<file path="config.mk">
export PLATFORM = sky130hd
export DESIGN_NAME = barm_div
export DESIGN_NICKNAME = d
export VERILOG_FILES = /design/src/rtl/barm_pkg.sv /design/src/rtl/barm_div.sv
export SDC_FILE = /design/constraint.sdc
export NUM_CORES = 1
export LEC_CHECK = 0
export ABC_AREA = 1
export BUFFER_PORTS_ARGS = -buffer_cell sky130_fd_sc_hd__buf_2
export CORE_MARGIN = 2
export CORE_UTILIZATION = 35
export DETAILED_ROUTE_END_ITERATION = 16
export SYNTH_ARGS = -nofsm -noshare
export SYNTH_HDL_FRONTEND = slang
export SYNTH_SLANG_ARGS = --single-unit
</file>
<file path="constraint.sdc">
create_clock -name clk -period 5.92 [get_ports clk]
set_clock_uncertainty 0.1 [all_clocks]
set_input_delay 1.184 -clock clk [delete_from_list [all_inputs] [get_ports clk]]
set_output_delay 1.184 -clock clk [all_outputs]
set_load 0.005 [all_outputs]
</file>
<file path="src/rtl/barm_pkg.sv">
// Package for the block average rank matcher: transaction structs, codes and constants.
// Used by every file in rtl; depends on nothing.
package barm_pkg;

    // Fixed sizes of the tile stores and the geometry limits.
    localparam int MAX_TILES     = 1024;
    localparam int TILE_W        = 10;
    localparam int MAX_TILE_EDGE = 64;
    localparam int GRID_LIMIT    = 32;
    localparam int SUM_W         = 20;
    localparam int KEY_W         = 24;

    // Shared divider widths: dividend covers a channel sum, divisor a tile area.
    localparam int DIV_DW = 20;
    localparam int DIV_VW = 13;

    // Request modes.
    localparam logic [2:0] MODE_ORIG  = 3'd0;
    localparam logic [2:0] MODE_REF   = 3'd1;
    localparam logic [2:0] MODE_SORT  = 3'd2;
    localparam logic [2:0] MODE_QUERY = 3'd3;
    localparam logic [2:0] MODE_CLEAR = 3'd4;

    // Response status codes.
    localparam logic [1:0] STATUS_OK       = 2'd0;
    localparam logic [1:0] STATUS_UNSORTED = 2'd1;
    localparam logic [1:0] STATUS_RANGE    = 2'd2;

    // Configuration register indexes.
    localparam logic [1:0] CFG_BLOCK_SIZE   = 2'd0;
    localparam logic [1:0] CFG_TILES_ACROSS = 2'd1;
    localparam logic [1:0] CFG_TILES_DOWN   = 2'd2;

    typedef struct packed {
        logic [2:0]  mode;
        logic [10:0] pixel_x;
        logic [10:0] pixel_y;
        logic [7:0]  red;
        logic [7:0]  green;
        logic [7:0]  blue;
        logic [9:0]  query_tile;
    } req_t;

    typedef struct packed {
        logic [4:0] source_tile_x;
        logic [4:0] source_tile_y;
        logic [1:0] status;
    } rsp_t;

    typedef enum logic [4:0] {
        S_CLEAR, S_IDLE,
        S_PDIV, S_PRD, S_PWR,
        S_KRD, S_KDAT, S_KDIV,
        S_RKEY, S_RKEYW, S_RSCAN, S_RORD, S_RMAP,
        S_QRD, S_QDAT, S_QDIV, S_QOUT
    } state_t;

    // Average of one channel, saturated to eight bits.
    function automatic logic [7:0] sat8(input logic [DIV_DW-1:0] v);
        return (v > DIV_DW'(255)) ? 8'hFF : v[7:0];
    endfunction

endpackage

</file>
<file path="src/rtl/barm_div.sv">
// Restoring divider, one quotient bit per cycle, for the block average rank matcher.
// Depends on barm_pkg for its widths.
module barm_div
(
    input  logic                        clk,
    input  logic                        rst_n,
    input  logic                        start,
    input  logic [barm_pkg::DIV_DW-1:0] dividend,
    input  logic [barm_pkg::DIV_VW-1:0] divisor,
    output logic                        done,
    output logic [barm_pkg::DIV_DW-1:0] quot,
    output logic [barm_pkg::DIV_VW-1:0] rem
);

    localparam int DW = barm_pkg::DIV_DW;
    localparam int VW = barm_pkg::DIV_VW;
    localparam int CW = $clog2(DW + 1);

    logic          busy_reg;
    logic          done_reg;
    logic [CW-1:0] count_reg;
    logic [DW-1:0] quot_reg;
    logic [VW-1:0] rem_reg;
    logic [VW-1:0] dvs_reg;

    logic [VW:0]   shifted;
    logic [VW+1:0] diff;

    // One trial subtraction of the divisor from the shifted remainder.
    assign shifted = {rem_reg, quot_reg[DW-1]};
    assign diff    = {1'b0, shifted} - {2'b00, dvs_reg};

    // Control: busy from start until the count runs out, done pulses once at the end.
    always_ff @(posedge clk or negedge rst_n)
    begin
        if (!rst_n)
        begin
            busy_reg  <= 1'b0;
            done_reg  <= 1'b0;
            count_reg <= '0;
        end
        else
        begin
            done_reg <= 1'b0;
            if (start)
            begin
                busy_reg  <= 1'b1;
                count_reg <= CW'(DW);
            end
            else if (busy_reg)
            begin
                count_reg <= count_reg - 1'b1;
                if (count_reg == CW'(1))
                begin
                    busy_reg <= 1'b0;
                    done_reg <= 1'b1;
                end
            end
        end
    end

    // Datapath: quotient shifts in from the right as dividend bits leave.
    always_ff @(posedge clk)
    begin
        if (start)
        begin
            quot_reg <= dividend;
            rem_reg  <= '0;
            dvs_reg  <= divisor;
        end
        else if (busy_reg)
        begin
            if (!diff[VW+1])
            begin
                rem_reg  <= diff[VW-1:0];
                quot_reg <= {quot_reg[DW-2:0], 1'b1};
            end
            else
            begin
                rem_reg  <= shifted[VW-1:0];
                quot_reg <= {quot_reg[DW-2:0], 1'b0};
            end
        end
    end

    assign done = done_reg;
    assign quot = quot_reg;
    assign rem  = rem_reg;

endmodule

</file>
* After elaboration in Yosys (flattened, before gate mapping)
Cells that the tools add are included.
** Operators by class
- Add/sub/neg operators :: 2
- Equality and inequality tests :: 1
- Muxes and demuxes :: 12
- Reductions and logical operators :: 1
** Operators by type and width (count)
- 20-bit two-way mux :: 2
- 14-bit by 13-bit subtractor with 15-bit output :: 1
- 13-bit two-way mux :: 1
- 5-bit two-way mux :: 2
- 1-bit two-way mux :: 7
- 5-bit by 1-bit == test with 1-bit output (second input constant) :: 1
- 5-bit by 1-bit subtractor with 5-bit output (second input constant) :: 1
- 2-bit nonzero test :: 1
** Word-level totals
- Flip-flop bits (word level) :: 53
- Input port bits :: 36
- Logic and storage cells :: 22

* Logic depth before layout (Yosys ltp)
- Word-level depth :: 4
- Mapped depth :: 12
- Mapped depth without buffers :: 12

* Worst setup path before layout
Ideal clock, no wire load.
- Kind :: input -> register
- Start point :: input port start
- End point :: register quot_reg[0], in the netlist quot[0], enable pin
- Library setup time :: 0.366 ns
- Arrival time :: 1.892 ns
- Data required time :: 5.454 ns
- Path slack :: 3.561 ns
- Stages :: 3
- Path buffers :: 1
- Path through :: buf_6 > nor2_2 > inv_1
** Between the ends
- Word-level cells in the longest chain between the ends :: 1
** Ends and longest elaborated chain
- from (decl) :: line barm_div.sv:7 : input logic start,
- 2-bit nonzero test (no source line)
- to (signal assigned) :: line barm_div.sv:67 : quot_reg <= dividend;
- to (signal assigned) :: line barm_div.sv:76 : quot_reg <= {quot_reg[DW-2:0], 1'b1};
- to (signal assigned) :: line barm_div.sv:81 : quot_reg <= {quot_reg[DW-2:0], 1'b0};
- to (decl) :: line barm_div.sv:22 : logic [DW-1:0] quot_reg;
No other way between the ends.
A chain may end at the register's enable or synchronous reset.

* Worst setup path in the final report
- Start point :: input port start
- End point :: register quot_reg[14], in the netlist quot[14], enable pin
The elaborated chain is that of the path after synthesis.

==> out/qor.txt <==
status: complete, no violations
Post-DRT Antenna Nets: 0
min cycle time layout: 2.99 ns
DP Worst Slack: 2.49 ns
share of the synthesized area in the top cell type: 31.2%
antenna diode count: 0
worst hold-check path type: reg -> reg
Residual DRC: 0
Port Buffers: 69
Site Rows: 34
gate count after technology mapping: 399
Worst setup EP type: flip-flop
final instance area: 0.00370 mm2
Worst-path clk slew: 0.10 ns
largest net degree at the start of global routing: 38
Avg Vias per Cell: 4.56
layout cells sized above 1: 23.3%
sequential share of the synthesized area: 44.9%
initial core utilization: 36.3%
vias in the first global route: 2523
Crit Path Category: in -> reg
Yosys cell types: 30
vias: 2626
Root Driver: clkbuf_8
Max-Cap Viols: 0
met3 GRT Util: 2.67%
ranking of synthesized cells by area: edfxtp_1, nand2_1, inv_1
GRT Overall Usage: 14.3%
final slew viol count: 0
delay-heaviest family, CP: buffers and inverters
maximum VDD drop: 0.000123 V
TritonRoute pass-1 iters: 4
WP data arrival: 2.83 ns
CTS Buffer Depth: 2
cts-stage hold buffer count: 0
FF-to-FF Start: quot[19]
clk sinks: 53
Buf+Inv Stages, Crit Path: 2
Lkg Pwr: 2.02 nW
CTS buffer count: 5
worst-margin pin slew: 1.01 ns
H-tree depth: 2
WHS Endpoint: rem[12]
FF-to-FF setup slack: 3.68 ns
Post-DP Area: 0.00359 mm2
DR WL/cell: 11.8 um
initial antenna violation count: 0
Req. time, crit path: 5.76 ns
area of the die: 0.00986 mm2
GRT Max-Usage Layer: met2
FF-to-FF End: rem[0]
Critical Path Fanout Max: 37
hold path startpoint: rem[12]
post-cts sizing count: 0
Final #Nets: 519
R2R cell count: 11
fin crit share: 50.5%
critical-path cell list: buf_2 -> nor2_2 -> inv_1
GP Congestion: 0.830
postcts setup bufs: 0
Yosys top cell by area: edfxtp_1
DP HPWL: 5030 um
met2 Usage GRT: 23.6%
FMAX: 0.334 GHz
M1 GR Usage: 19.0%
Vert. Die Dim: 99.3 um
Slew headroom: 32.9%
PD cells: 358 mW/mm2
GRT Residual Overflow: 0
CTS tree: done
hold depth: 2
Setup crit start kind: input port
Syn Std Cell Area: 0.00318 mm2
Worst Setup Slack, final: 2.93 ns
Layout Utilization: 42.2%
Setup violations, final: 0
Syn Nets: 451
Synth Register Bits: 53
synth warn: 0
unrepaired setup endpoints after global routing: no
synth-to-layout area growth: 16.4%
Hold Vio Cnt, Final: 0
routed wire length: 6820 um
Die W: 99.3 um
I/O pin total: 70
Clk Latency, worst-skew pair: 0.31 ns
Setup TNS Final: 0 ns
CP max-delay cell: inv_1
max reg flops: 20
Crit path largest cell delay: 0.80 ns
first-pass GRT wire length: 11400 um
Syn Area/Cell: 7.97 um2
Core ar.: 0.00876 mm2
first-iteration detailed-routing DRC count: 127
cells by family after synthesis:
family | Yosys count | share of synthesized area, %
fa+ha+maj | 16 | 6.54
buf+inv | 83 | 11.3
xor+xnor | 4 | 1.10
compound gates | 17 | 3.35
flops | 53 | 44.9
simple gates | 226 | 32.9
Yosys cell counts:
cell type  number
nand2_1       145
inv_1          72
edfxtp_1       33
nand3_1        29
ha_1           15
nor2_1         15
dfxtp_1        13
nand3_2        12
nand2_2         8
dfrtp_1         7
o21ai_0         7
a21oi_1         5
nand4_1         5
buf_6           4
clkbuf_1        4
nand3b_1        3
and2_1          2
inv_2           2
nand2_4         2
nor2_2          2
nor2_4          2
o21ai_2         2
xnor2_1         2
xor2_1          2
a21oi_4         1
a31oi_1         1
buf_12          1
fa_1            1
nor3_1          1
o22ai_1         1
metal layers:
| metal | share of wire (%) | up-vias | wire [um] |
|---|---|---|---|
| li1 | - | 1377 | - |
| met4 | 1.0 | 0 | 68 |
| met5 | 0 | - | 0 |
| met1 | 47 | 1198 | 3220 |
| met3 | 3.1 | 4 | 211 |
| met2 | 49 | 47 | 3330 |
how the worst max path moves through the flow:
stage,from,endpoint,slack [ns],cells past startpoint
floorplan,start,quot[0],3.56,3
global placement,start,quot[13],2.58,3
detailed placement,start,rem[0],2.49,4
CTS,start,quot[6],2.84,3
global route,start,count_reg[0],2.70,4
finish,start,quot[14],2.93,3
through the flow:
| step | instances | power [mW] | hold slack (ns) |
|---|---|---|---|
| floorplan | 399 | 0.949 | 0.357 |
| global route | 576 | 1.44 | 0.406 |
| global placement | 568 | 1.07 | 0.371 |
| CTS | 576 | 1.34 | 0.394 |
| detailed placement | 568 | 1.08 | 0.379 |
| finish | 576 | 1.32 | 0.388 |
cells in the final DEF (no fill, tap or decap), types with 2 or more instances in the layout:
| cell type | count |
|---|---|
| nor2_2 | 2 |
| o21ai_0 | 7 |
| nor2_4 | 2 |
| nand2_4 | 2 |
| nand3_1 | 29 |
| and2_1 | 2 |
| nor2_1 | 15 |
| inv_1 | 72 |
| edfxtp_1 | 33 |
| nand2_1 | 145 |
| ha_1 | 15 |
| o21ai_2 | 2 |
| nand3_2 | 12 |
| dfxtp_1 | 13 |
| a21oi_1 | 5 |
| inv_2 | 2 |
| dfrtp_1 | 7 |
| buf_2 | 69 |
| nand3b_1 | 3 |
| clkbuf_8 | 5 |
| nand4_1 | 5 |
| xnor2_1 | 2 |
| xor2_1 | 2 |
| nand2_2 | 8 |
worst reg2reg max path, stage by stage, from the launching register on:
cell	delay, ns
edfxtp_1	0.36
inv_1	0.06
ha_1	0.22
fa_1	0.41
inv_1	0.11
nand2_1	0.07
nand3_2	0.11
nand2_4	0.15
nand2_4	0.25
nand2_1	0.08
nand3_1	0.07
o21ai_0	0.09
layout make-up:
cell class	count	area (um2)
Fill cell	897	5060
Sequential cell	53	1430
Multi-Input combinational cell	263	1390
Timing Repair Buffer	70	353
Inverter	74	278
Tap cell	108	135
Clock buffer	5	68.8
Clock inverter	3	43.8
report_power, final:
| group | internal [mW] | switching (mW) | total, mW |
|---|---|---|---|
| logic | 0.219 | 0.350 | 0.569 |
| registers | 0.455 | 0.0427 | 0.498 |
| clock network | 0.127 | 0.129 | 0.256 |
| total | 0.802 | 0.522 | 1.32 |
Note: power is estimated with default switching activity, not from simulation.
